<file path="src/hw/rtl/p2d_pkg.sv">
package p2d_pkg;

    localparam int MAX_ORDER = 7;
    localparam int FRAC_BITS = 16;
    localparam int ORD_W     = $clog2(MAX_ORDER + 1);
    localparam int ADDR_W    = 2 * ORD_W;
    localparam int MEM_DEPTH = (MAX_ORDER + 1) * (MAX_ORDER + 1);
    localparam int DATA_W    = 32;
    localparam int DIFF_W    = DATA_W + 1;
    localparam int PROD_W    = DIFF_W + DATA_W;
    localparam int RND_W     = PROD_W - FRAC_BITS;
    localparam int ACC_W     = RND_W + ADDR_W;
    localparam int STEP_W    = 4;
    localparam int CFG_IDX_W = 3;

    localparam logic signed [DATA_W-1:0] FX_ONE = DATA_W'(1 << FRAC_BITS);
    localparam logic signed [DATA_W-1:0] S32_MAX = {1'b0, {(DATA_W-1){1'b1}}};
    localparam logic signed [DATA_W-1:0] S32_MIN = {1'b1, {(DATA_W-1){1'b0}}};
    localparam logic signed [PROD_W-1:0] RND_HALF = PROD_W'(1) << (FRAC_BITS - 1);

    localparam logic OP_WRITE = 1'b0;
    localparam logic OP_EVAL  = 1'b1;

    localparam logic [CFG_IDX_W-1:0] REG_AZ_ORDER = 3'd0;
    localparam logic [CFG_IDX_W-1:0] REG_RG_ORDER = 3'd1;
    localparam logic [CFG_IDX_W-1:0] REG_MEAN_RG  = 3'd2;
    localparam logic [CFG_IDX_W-1:0] REG_MEAN_AZ  = 3'd3;
    localparam logic [CFG_IDX_W-1:0] REG_INV_RG   = 3'd4;
    localparam logic [CFG_IDX_W-1:0] REG_INV_AZ   = 3'd5;

    typedef struct packed {
        logic                     opcode;
        logic [ORD_W-1:0]         coef_row;
        logic [ORD_W-1:0]         coef_col;
        logic signed [DATA_W-1:0] coef_value;
        logic signed [DATA_W-1:0] azimuth;
        logic signed [DATA_W-1:0] range;
    } cmd_t;

    typedef struct packed {
        logic signed [DATA_W-1:0] poly_value;
        logic                     overflow;
    } result_t;

    typedef struct packed {
        logic [ORD_W-1:0]         az_order;
        logic [ORD_W-1:0]         rg_order;
        logic signed [DATA_W-1:0] mean_rg;
        logic signed [DATA_W-1:0] mean_az;
        logic signed [DATA_W-1:0] inv_rg;
        logic signed [DATA_W-1:0] inv_az;
    } cfg_t;

    typedef enum logic [2:0] {MA_DX, MA_DY, MA_PX, MA_PY, MA_COEF} mula_sel_t;
    typedef enum logic [2:0] {MB_INVX, MB_INVY, MB_PY, MB_X, MB_Y, MB_PXY} mulb_sel_t;
    typedef enum logic [2:0] {WB_NONE, WB_X, WB_Y, WB_PX, WB_PY, WB_PXY, WB_ACC} wb_sel_t;
    typedef enum logic [1:0] {JC_NEXT, JC_ALWAYS, JC_JLAST, JC_ILAST} jmp_cond_t;

    typedef struct packed {
        logic              mul_en;
        mula_sel_t         mula_sel;
        mulb_sel_t         mulb_sel;
        wb_sel_t           wb_sel;
        logic              clr;
        logic              row_init;
        logic              inc_i;
        logic              inc_j;
        logic              mem_rd;
        logic              done;
        jmp_cond_t         jmp_cond;
        logic [STEP_W-1:0] jmp_to;
    } ctl_t;

    typedef struct packed {
        logic i_last;
        logic j_last;
    } stat_t;

endpackage

</file>
<file path="src/hw/rtl/p2d_sequencer.sv">
module p2d_sequencer (
    input  logic           clk,
    input  logic           rst_n,
    input  logic           go,
    input  p2d_pkg::stat_t stat,
    output p2d_pkg::ctl_t  ctl,
    output logic           busy
);
    import p2d_pkg::*;

    localparam logic [STEP_W-1:0] ST_IDLE = 4'd0;
    localparam logic [STEP_W-1:0] ST_NX   = 4'd1;
    localparam logic [STEP_W-1:0] ST_WX   = 4'd2;
    localparam logic [STEP_W-1:0] ST_NY   = 4'd3;
    localparam logic [STEP_W-1:0] ST_WY   = 4'd4;
    localparam logic [STEP_W-1:0] ST_PXY  = 4'd5;
    localparam logic [STEP_W-1:0] ST_WPXY = 4'd6;
    localparam logic [STEP_W-1:0] ST_TERM = 4'd7;
    localparam logic [STEP_W-1:0] ST_ACC  = 4'd8;
    localparam logic [STEP_W-1:0] ST_PX   = 4'd9;
    localparam logic [STEP_W-1:0] ST_WPX  = 4'd10;
    localparam logic [STEP_W-1:0] ST_NROW = 4'd11;
    localparam logic [STEP_W-1:0] ST_PY   = 4'd12;
    localparam logic [STEP_W-1:0] ST_WPY  = 4'd13;
    localparam logic [STEP_W-1:0] ST_DONE = 4'd14;

    function automatic ctl_t ucode(input logic [STEP_W-1:0] step);
        ctl_t c;
        c = '0;
        unique case (step)
            ST_NX:   begin c.mul_en = 1'b1; c.mula_sel = MA_DX; c.mulb_sel = MB_INVX;
                           c.clr = 1'b1; end
            ST_WX:   c.wb_sel = WB_X;
            ST_NY:   begin c.mul_en = 1'b1; c.mula_sel = MA_DY; c.mulb_sel = MB_INVY; end
            ST_WY:   begin c.wb_sel = WB_Y; c.row_init = 1'b1; end
            ST_PXY:  begin c.mul_en = 1'b1; c.mula_sel = MA_PX; c.mulb_sel = MB_PY;
                           c.mem_rd = 1'b1; end
            ST_WPXY: c.wb_sel = WB_PXY;
            ST_TERM: begin c.mul_en = 1'b1; c.mula_sel = MA_COEF; c.mulb_sel = MB_PXY; end
            ST_ACC:  begin c.wb_sel = WB_ACC; c.jmp_cond = JC_JLAST; c.jmp_to = ST_NROW; end
            ST_PX:   begin c.mul_en = 1'b1; c.mula_sel = MA_PX; c.mulb_sel = MB_X;
                           c.inc_j = 1'b1; end
            ST_WPX:  begin c.wb_sel = WB_PX; c.jmp_cond = JC_ALWAYS; c.jmp_to = ST_PXY; end
            ST_NROW: begin c.jmp_cond = JC_ILAST; c.jmp_to = ST_DONE; end
            ST_PY:   begin c.mul_en = 1'b1; c.mula_sel = MA_PY; c.mulb_sel = MB_Y;
                           c.inc_i = 1'b1; end
            ST_WPY:  begin c.wb_sel = WB_PY; c.row_init = 1'b1; c.jmp_cond = JC_ALWAYS;
                           c.jmp_to = ST_PXY; end
            ST_DONE: begin c.done = 1'b1; c.jmp_cond = JC_ALWAYS; c.jmp_to = ST_IDLE; end
            default: c = '0;
        endcase
        return c;
    endfunction

    logic [STEP_W-1:0] step_reg;
    logic [STEP_W-1:0] step_next;
    logic              taken;

    always_comb
    begin
        ctl = ucode(step_reg);
        unique case (ctl.jmp_cond)
            JC_NEXT:   taken = 1'b0;
            JC_ALWAYS: taken = 1'b1;
            JC_JLAST:  taken = stat.j_last;
            JC_ILAST:  taken = stat.i_last;
            default:   taken = 1'b0;
        endcase
        if (step_reg == ST_IDLE)
        begin
            step_next = go ? ST_NX : ST_IDLE;
        end
        else if (taken)
        begin
            step_next = ctl.jmp_to;
        end
        else
        begin
            step_next = step_reg + STEP_W'(1);
        end
    end

    always_ff @(posedge clk or negedge rst_n)
    begin
        if (!rst_n)
        begin
            step_reg <= ST_IDLE;
        end
        else
        begin
            step_reg <= step_next;
        end
    end

    assign busy = (step_reg != ST_IDLE);

endmodule

</file>
<file path="config.mk">
export PLATFORM = sky130hd
export DESIGN_NAME = p2d_sequencer
export DESIGN_NICKNAME = d
export VERILOG_FILES = /design/src/hw/rtl/p2d_pkg.sv /design/src/hw/rtl/p2d_sequencer.sv
export SDC_FILE = /design/constraint.sdc
export NUM_CORES = 1
export LEC_CHECK = 0
export BUFFER_PORTS_ARGS = -buffer_cell sky130_fd_sc_hd__buf_4
export CAP_MARGIN = 30
export CORE_AREA = 10 10 47 49
export CTS_CLUSTER_DIAMETER = 60
export DETAILED_ROUTE_END_ITERATION = 7
export DIE_AREA = 0 0 57 59
export HOLD_SLACK_MARGIN = 0.03
export PLACE_DENSITY = 0.77
export SKIP_LAST_GASP = 1
export SLEW_MARGIN = 0
export SYNTH_ARGS = -nofsm -noshare
export SYNTH_HDL_FRONTEND = slang
export SYNTH_SLANG_ARGS = --single-unit
</file>
<file path="constraint.sdc">
create_clock -name clk -period 5.9 [get_ports clk]
set_clock_uncertainty 0.15 [all_clocks]
set_input_delay 1.77 -clock clk [delete_from_list [all_inputs] [get_ports clk]]
set_output_delay 1.77 -clock clk [all_outputs]
set_load 0.05 [all_outputs]
</file>
==> results of run 1 <==
-- through the flow --
| step | util (%) | std cells | worst slack, ns |
|---|---|---|---|
| after floorplan | - | 79 | 2.041 |
| after global placement | 54.02 | 113 | 2.382 |
| after detailed placement | 54.02 | 113 | 2.364 |
| final | 55.63 | 116 | 2.105 |
| after global routing | 55.63 | 116 | 2.003 |
| after CTS | 55.63 | 116 | 2.102 |
-- worst max-delay path, cell delays in order (launching register included) --
cell	delay, ns
dfrtp_1	0.66
and2b_2	0.32
o21a_1	0.20
or2_2	0.27
buf_4	0.19
-- cells by family after synthesis --
group,synth area share [%]
mux,8.493
simple gates,26.12
flops,16.99
fa+ha+maj,8.493
compound gates,23.78
xor+xnor,2.973
buf+inv,13.16
-- routing by layer --
| layer | part of all wire [%] | track usage, % |
|---|---|---|
| met5 | 0 | 0 |
| met4 | 0.88 | 4.027 |
| met3 | 3.6 | 1.502 |
| met2 | 53 | 16.59 |
| met1 | 43 | 10.42 |
-- cell usage in the layout (no fill, tap or decap), drive strengths merged, types with 3 or more instances in the layout --
master  synthesis  layout
dfrtp           4       4
o21ai           6       6
nor2           11      11
nand3           3       3
nand2           4       4
ha              4       4
buf             7      27
inv             5       5
clkbuf          2       3
nand2b          3       3
a21oi           4       4
o21a            3       3
-- worst paths after layout --
check / startpoint / endpoint / slack, ns / cells past startpoint
hold reg to reg: step_reg[0] / step_reg[0] / 0.52 / 3
min in group asynchronous: rst_n / step_reg[3] / 1.17 / 1
hold / removal: step_reg[0] / step_reg[0] / 0.52 / 3
max in group asynchronous: rst_n / step_reg[2] / 4.33 / 1
setup / recovery: step_reg[2] / ctl[19] / 2.10 / 4
setup reg to reg: step_reg[3] / step_reg[2] / 3.85 / 4
-- area by class of cell --
cell class                 count  share of cell area [%]
tap                           16                   2.568
sequential                     4                   12.84
inverter                       6                   2.889
clock buffer                   3                   2.889
timing repair buffer          27                   26.00
multi-input combinational     60                   52.81
==> impl_metrics.py, run 1 <==
metrics = {
    "cells_and_area": {
        "multi_input_area_um2": 411.6,
        "diodes": 0,
        "largest_reg_flops": 4,
        "seq_area_um2": 100.1,
        "fillCellCount": 137,
        "syn2layout_area_growth_pct": 32.27,
        "design_area_um2": 779.5,
        "drive_gt1_share_pct": 38.00,
        "nets": 111,
    },
    "grt": {
        "grt_pass1_vias": 570,
        "grt_first_pass_wirelength_mm": 2.663,
        "grt_max_degree": 20,
        "antenna_found_initial": 0,
        "grt_remaining_overflow": 0,
        "grt_usage_pct": 9.233,
    },
    "logic_synthesis": {
        "ys_async_sr_fraction_pct": 100.0,
        "synth_area_per_cell_um2": 7.460,
        "synth_fp_nets": 88,
        "synth_common_cells": "nor2_1 (11), o21ai_0 (6), inv_1 (5)",
        "synth.most_common_cell": "nor2_1",
        "yosysTopAreaCellShare_pct": 16.99,
        "synth_edf_count": 0,
        "ys_ff_latch": 4,
        "yosys-top-cells-area": "dfrtp_1 (17%), ha_1 (8.5%), nor2_1 (7.0%)",
        "syn_inst": 79,
        "ys_warn_count": 0,
        "ys_types": 34,
        "synthesis.area_um2": 589.3,
        "synthFlopType": "dfrtp_1",
        "ys_seq_area_share_pct": 16.99,
        "yosysTopAreaCell": "dfrtp_1",
    },
    "routing": {
        "drt-total-wl_mm": 1.596,
        "drc": 0,
        "vias": 603,
        "postRouteAntennaNets": 0,
        "viasPerCell": 5.198,
        "wl_per_cell_um": 13.76,
        "firstDrtPassIters": 4,
        "drt_iter0_drc": 14,
    },
    "cts": {
        "clock_path_buffers": 2,
        "clock_sinks": 4,
        "clkSlewWorstSetupHoldPaths_ns": 0.03,
        "cts_tree": "built",
        "post-cts-setup-buffers": 0,
        "cts_buffers": 3,
        "ctsResizeCount": 0,
        "root_buffer": "clkbuf_4",
        "insertion_delay_ns": 0.23,
        "cts_hold_buffers": 0,
        "htreeDepth": 1,
    },
    "worst_setup_path": {
        "crit_type": "flop to output port",
        "required_ns": 3.98,
        "crit_path_start_kind": "flop",
        "end_kind": "output port",
        "worstPathMaxFanout": 17,
        "cp_data_arrival_time_ns": 1.88,
    },
    "placement": {
        "hpwl_mm": 1.278,
        "placed_cell_area_um2": 757.0,
        "gp_congestion": 0.8461,
        "portBuffers": 27,
    },
    "job": {
        "maxCapViolCount": 0,
    },
    "timing": {
        "grt_setup_unrepaired": "false",
        "finalCritPeriodShare_pct": 64.32,
        "setup_tns_ns": 0,
        "holdWs_ns": 0.5180,
        "relSlewSlack_pct": 64.51,
        "hold_viol_final": 0,
        "report.final.slew_viol_count": 0,
        "tightestPinTransition_ns": 0.5324,
        "setup_viol_count_final": 0,
        "max_freq_mhz": 263.5,
        "post-route-min-period_ns": 3.795,
    },
    "floorplan": {
        "core_mm2": 0.001401,
        "initial_core_util_pct": 42.05,
        "io_pins": 28,
        "num_rows": 14,
        "dieArea_mm2": 0.003363,
        "die_h_um": 59,
        "die_x_um": 57,
    },
    "status": {
        "outcome": "complete, no violations",
    },
    "min_path": {
        "min_path_type": "flop to flop",
    },
}
Power of run 1 is left out: the tool's default activity adds up to more than one toggle a clock period on the data nets, which glitch-free logic cannot reach.
==> run 2, diff against run 1 <==
--- a/config.mk
+++ b/config.mk
@@ -5,12 +5,13 @@
 export SDC_FILE = /design/constraint.sdc
 export NUM_CORES = 1
 export LEC_CHECK = 0
+export ABC_AREA = 1
 export BUFFER_PORTS_ARGS = -buffer_cell sky130_fd_sc_hd__buf_4
 export CAP_MARGIN = 30
-export CORE_AREA = 10 10 47 49
+export CORE_MARGIN = 10
+export CORE_UTILIZATION = 44
 export CTS_CLUSTER_DIAMETER = 60
 export DETAILED_ROUTE_END_ITERATION = 7
-export DIE_AREA = 0 0 57 59
 export HOLD_SLACK_MARGIN = 0.03
 export PLACE_DENSITY = 0.77
 export SKIP_LAST_GASP = 1
==> constraint.sdc (replaced) <==
create_clock -name clk -period 3.8 [get_ports clk]
set_clock_uncertainty 0.15 [all_clocks]
set_input_delay 1.14 -clock clk [delete_from_list [all_inputs] [get_ports clk]]
set_output_delay 1.14 -clock clk [all_outputs]
set_load 0.05 [all_outputs]
==> run 2 against run 1 <==
  * Cell count rose by 16%
  * Critical endpoint unchanged
  * Non-clock buffer count unchanged
  * Via count rose by 6.8%
  * Clock-buffer cell count unchanged
  * Worst hold slack worse by 0.036 ns
==> impl_metrics.py, run 2 <==
metrics = {
    "cells_and_area": {
        "nets": 131,
        "final_common_cell": "buf_4",
        "diodes": 0,
        "syn2layout_area_growth_pct": 35.33,
        "largest_reg_flops": 4,
        "most-common-layout-cells": "buf_4 (27), nand2_1 (20), inv_1 (19), nor2_1 (13), nand3_1 (9)",
        "design_area_um2": 790.8,
        "drive_gt1_share_pct": 34.17,
    },
    "grt": {
        "grt_max_degree": 12,
        "grt_first_pass_wirelength_mm": 2.615,
        "grt_remaining_overflow": 0,
        "grt_pass1_vias": 603,
        "grt_usage_pct": 9.690,
        "antenna_found_initial": 0,
    },
    "logic_synthesis": {
        "synth_fp_nets": 103,
        "synth.most_common_cell": "nand2_1",
        "ys_ff_latch": 4,
        "synth_edf_count": 0,
        "synth_area_per_cell_um2": 6.216,
        "synth_xor_area_share_pct": 2.998,
        "ys_async_sr_fraction_pct": 100.0,
        "synth_common_cells": "nand2_1 (20), inv_1 (19), nor2_1 (13)",
        "yosysTopAreaCellShare_pct": 17.13,
        "synth_top_family_by_area": "simple AND/OR/NAND/NOR gates",
        "synthFlopType": "dfrtp_1",
        "ys_seq_area_share_pct": 17.13,
        "synth_fa_ha_area_share_pct": 8.565,
        "ys_types": 24,
        "synthMuxAreaShare_pct": 0,
        "yosys.area_share.simple_pct": 41.76,
        "syn_inst": 94,
        "yosysTopAreaCell": "dfrtp_1",
        "synthesis.area_um2": 584.3,
        "yosys-top-cells-area": "dfrtp_1 (17%), nand2_1 (13%), inv_1 (12%)",
        "ys_warn_count": 0,
        "synth_compound_area_share_pct": 8.565,
    },
    "routing": {
        "wl_met2_um": 784,
        "met3WireLength_um": 94,
        "drc": 0,
        "drt_iter0_drc": 11,
        "firstDrtPassIters": 4,
        "drt-total-wl_mm": 1.583,
        "top_layer_used": "met3",
        "viasPerCell": 4.770,
        "wl_met1_um": 704,
        "vias": 644,
        "postRouteAntennaNets": 0,
        "wl_per_cell_um": 11.73,
    },
    "timing": {
        "max_freq_mhz": 347.1,
        "tightestPinTransition_ns": 0.4664,
        "hold_viol_final": 0,
        "setup_tns_ns": 0,
        "grt_setup_unrepaired": "false",
        "report.final.slew_viol_count": 0,
        "finalCritPeriodShare_pct": 75.82,
        "relSlewSlack_pct": 68.90,
        "post-route-min-period_ns": 2.881,
        "setup_viol_count_final": 0,
    },
    "cts": {
        "root_buffer": "clkbuf_4",
        "insertion_delay_ns": 0.23,
        "cts_hold_buffers": 0,
        "htreeDepth": 1,
        "post-cts-setup-buffers": 0,
        "clock_path_buffers": 2,
        "ctsResizeCount": 0,
        "clock_sinks": 4,
        "clkSlewWorstSetupHoldPaths_ns": 0.03,
        "cts_buffers": 3,
        "cts_tree": "built",
    },
    "min_path": {
        "worstHoldEndpoint": "step_reg[0]",
        "min_path_type": "flop to flop",
        "hold_start": "step_reg[0]",
        "whs_path_depth": 3,
    },
    "worst_setup_path": {
        "reg2reg_setup_slack_ns": 2.03,
        "cp_data_arrival_time_ns": 1.59,
        "crit_slowest_cell": "dfrtp_1",
        "worstRegToRegCells": 9,
        "worstPathMaxFanout": 5,
        "critPathLaunch": "step_reg[0]",
        "end_kind": "output port",
        "crit_type": "flop to output port",
        "slowest_delay_ns": 0.41,
        "r2r-start": "step_reg[0]",
        "required_ns": 2.51,
        "r2r-end": "step_reg[0]",
        "crit_top_cell": "inv_1",
        "path_cells": "inv_1 > ha_1 > inv_1 > nor2_1 > inv_1 > o21ai_0 > buf_4",
        "crit_path_start_kind": "flop",
    },
    "floorplan": {
        "die_x_um": 56.44,
        "die_h_um": 56.44,
        "initial_core_util_pct": 46.06,
        "dieArea_mm2": 0.003185,
        "io_pins": 28,
        "core_mm2": 0.001269,
        "num_rows": 13,
    },
    "status": {
        "outcome": "complete, no violations",
    },
    "placement": {
        "gp_congestion": 0.7759,
        "hpwl_mm": 1.384,
        "placed_cell_area_um2": 768.2,
        "portBuffers": 27,
    },
    "job": {
        "maxCapViolCount": 0,
    },
}
==> run 2: changes by cell type in the layout (fill, tap and decap cells not counted), moves of 3 or more <==
cell / before / now
a21oi_1: 4 / 1
nand3_1: 2 / 9
nand2_1: 4 / 20
nand2b_1: 3 / 0
inv_1: 5 / 19
o21ai_0: 6 / 1
o21a_1: 3 / 0
==> run 2: area by class of cell <==
cell class	instances	area, um^2
fill	127	478.0
multi-input combinational	65	361.6
timing repair buffer	27	202.7
sequential	4	100.1
inverter	21	85.08
clock buffer	3	22.52
tap	15	18.77
==> run 2: kinds of logic (layout without fill, tap and decap cells) <==
group | Yosys count | in the layout
simple gates | 51 | 51
buf+inv | 25 | 51
compound gates | 8 | 8
fa+ha+maj | 4 | 4
flops | 4 | 4
xor+xnor | 2 | 2
==> run 2: metal layers <==
| metal | vias to the layer above | global-route usage (%) |
|---|---|---|
| met1 | 281 | 11.76 |
| met4 | 0 | 4.124 |
| li1 | 341 | - |
| met5 | - | 0 |
| met2 | 22 | 15.36 |
| met3 | 0 | 2.697 |
==> run 2: worst max-delay path: cells and delay by family, from the launching register on <==
family / cells / cell delay (ns)
buffers and inverters: 4 / 0.51
flip-flops: 1 / 0.41
adder cells (fa/ha/maj): 1 / 0.22
AND/OR/NAND/NOR: 1 / 0.14
AO/OA/AOI/OAI: 1 / 0.07
==> run 2: worst max path at each step <==
stage	endpoint	slack, ns	cells after the start
4_1_cts	ctl[19]	0.89	7
3_3_place_gp	ctl[19]	1.16	7
5_1_grt	ctl[19]	0.71	7
6_report	ctl[19]	0.92	7
2_1_floorplan	ctl[19]	0.31	6
3_5_place_dp	ctl[19]	1.14	7
==> run 2: stage by stage <==
step / worst slack (ns) / hold WS, ns / utilization, % / cells
after global placement: 1.160 / 0.4876 / 60.55 / 132
after CTS: 0.8936 / 0.4834 / 62.33 / 135
after floorplan: 0.3132 / 0.4227 / - / 94
after global routing: 0.7108 / 0.5338 / 62.33 / 135
after detailed placement: 1.142 / 0.4778 / 60.55 / 132
final: 0.9188 / 0.4825 / 62.33 / 135
Power of run 2 is left out for the same reason.
==> run 3, diff against run 2 <==
--- a/config.mk
+++ b/config.mk
@@ -9,11 +9,11 @@
 export BUFFER_PORTS_ARGS = -buffer_cell sky130_fd_sc_hd__buf_4
 export CAP_MARGIN = 30
 export CORE_MARGIN = 10
-export CORE_UTILIZATION = 44
+export CORE_UTILIZATION = 40
 export CTS_CLUSTER_DIAMETER = 60
 export DETAILED_ROUTE_END_ITERATION = 7
 export HOLD_SLACK_MARGIN = 0.03
-export PLACE_DENSITY = 0.77
+export PLACE_DENSITY = 0.73
 export SKIP_LAST_GASP = 1
 export SLEW_MARGIN = 0
 export SYNTH_ARGS = -nofsm -noshare
==> constraint.sdc (replaced) <==
create_clock -name clk -period 2.45 [get_ports clk]
set_clock_uncertainty 0.15 [all_clocks]
set_input_delay 0.735 -clock clk [delete_from_list [all_inputs] [get_ports clk]]
set_output_delay 0.735 -clock clk [all_outputs]
set_load 0.05 [all_outputs]
==> run 3 against run 2 <==
  * Worst hold slack worse by 0.35 ns
  * Via count is 3.6% higher
  * Cell count is 3.0% higher
  * Register-to-register slack worse by 1.3 ns
  * Critical path depth is 1 lower
  * Sequential share of layout area is 1.2 points lower
  * Wire length is 7.6% higher
  * Sequential cell count stayed put
  * Final area is 16% higher
  * Non-clock buffer count is 4 higher
  * Clock-buffer cell count stayed put
  * Core utilization is 6.6 points higher
==> impl_metrics.py, run 3 (synthesis gave the netlist of run 2 again) <==
metrics = {
    "cts": {
        "cts_buffers": 3,
        "clock_sinks": 4,
        "clkSlewWorstSetupHoldPaths_ns": 0.04,
        "htreeDepth": 1,
        "insertion_delay_ns": 0.23,
        "clock_path_buffers": 2,
        "cts_tree": "built",
        "root_buffer": "clkbuf_4",
    },
    "worst_setup_path": {
        "crit_path_start_kind": "flop",
        "crit_type": "flop to output port",
        "cp_data_arrival_time_ns": 1.48,
        "worstPathMaxFanout": 8,
        "end_kind": "output port",
        "required_ns": 1.56,
    },
    "floorplan": {
        "num_rows": 13,
        "initial_core_util_pct": 43.81,
        "die_h_um": 58.22,
        "dieArea_mm2": 0.003390,
        "core_mm2": 0.001334,
        "die_x_um": 58.22,
        "io_pins": 28,
    },
    "grt": {
        "antenna_found_initial": 0,
        "grt_max_degree": 12,
        "grt_remaining_overflow": 0,
        "grt_first_pass_wirelength_mm": 2.746,
        "grt_usage_pct": 9.852,
        "grt_pass1_vias": 616,
    },
    "timing": {
        "grt_setup_unrepaired": "true",
        "report.final.slew_viol_count": 0,
        "max_freq_mhz": 422.9,
        "relSlewSlack_pct": 79.86,
        "setup_tns_ns": 0,
        "setup_viol_count_final": 0,
        "post-route-min-period_ns": 2.365,
        "tightestPinTransition_ns": 0.3021,
        "hold_viol_final": 0,
        "finalCritPeriodShare_pct": 96.53,
    },
    "cells_and_area": {
        "drive_gt1_share_pct": 50.81,
        "nets": 135,
        "finalCoreUtilization_pct": 68.95,
        "diodes": 0,
        "fillCellCount": 120,
        "largest_reg_flops": 4,
        "multi_input_area_um2": 445.4,
        "seq_area_um2": 105.1,
        "most-common-layout-cells": "buf_4 (29), nand2_1 (20), inv_1 (15), nand3_1 (9), nor2_1 (8)",
        "syn2layout_area_growth_pct": 57.39,
        "final_common_cell": "buf_4",
        "final_cells": 139,
    },
    "placement": {
        "gp_congestion": 0.8116,
        "hpwl_mm": 1.415,
        "placedCellCount": 132,
        "portBuffers": 27,
    },
    "job": {
        "maxCapViolCount": 0,
    },
    "routing": {
        "postRouteAntennaNets": 0,
        "drt_iter0_drc": 7,
        "viasPerCell": 4.799,
        "wl_per_cell_um": 12.26,
        "vias": 667,
        "firstDrtPassIters": 4,
        "drt-total-wl_mm": 1.704,
        "drc": 0,
    },
    "min_path": {
        "min_path_type": "primary input to async pin",
    },
    "status": {
        "outcome": "complete, no violations",
    },
}
-- run 3: cell types whose count changed in the layout (fill, tap and decap cells not counted), sizes merged --
| cell | before | now |
|---|---|---|
| buf | 27 | 31 |
-- run 3: cell type report --
type	count	area share, %
multi-input combinational	65	48.44
timing repair buffer	31	26.12
sequential	4	11.43
inverter	21	9.524
clock buffer	3	2.449
tap	15	2.041
-- run 3: final timing paths --
kind / to / cells after the start / slack, ns / from
max: ctl[14] / 6 / 0.09 / step_reg[2]
min: step_reg[2] / 1 / 0.14 / rst_n
max reg2reg: step_reg[1] / 9 / 0.75 / step_reg[0]
min reg2reg: step_reg[0] / 4 / 0.57 / step_reg[0]
max in group asynchronous: step_reg[1] / 1 / 1.90 / rst_n
min in group clk: step_reg[0] / 3 / 0.56 / go
-- run 3: worst max-delay path, cell delays in order (launching register included) --
cell and delay (ns):
dfrtp_2 0.46, inv_1 0.15, nand2_1 0.14, nor2_4 0.12, inv_1 0.06, o211ai_1 0.08
buf_4 0.22
-- run 3: per-layer routing --
layer	part of all wire [%]	vias up	track usage [%]	wire, um
met5	0	-	0	0
met4	0	0	1.007	0
met3	9.3	0	5.229	159
met2	47	22	15.49	807
met1	43	296	11.92	737
li1	-	349	-	-
-- run 3: metrics by stage --
step	area [um^2]	setup WS [ns]	hold WS (ns)
after floorplan	603.1	0.02180	0.2894
after detailed placement	787.0	0.1764	0.3824
final	919.6	0.08512	0.1354
after CTS	827.0	0.01811	0.1323
after global placement	787.0	0.2018	0.3822
after global routing	919.6	-0.02973	0.1221
-- run 3: repair_timing --
| item | 4_1_cts | 5_1_grt |
|---|---|---|
| gates resized for setup | 5 | 18 |
| setup endpoints to repair | 2 | 11 |
| hold buffers | 0 | 0 |
| pin swaps | 1 | 4 |
| buffers inserted | 1 | 3 |
Power of run 3 is left out for the same reason.
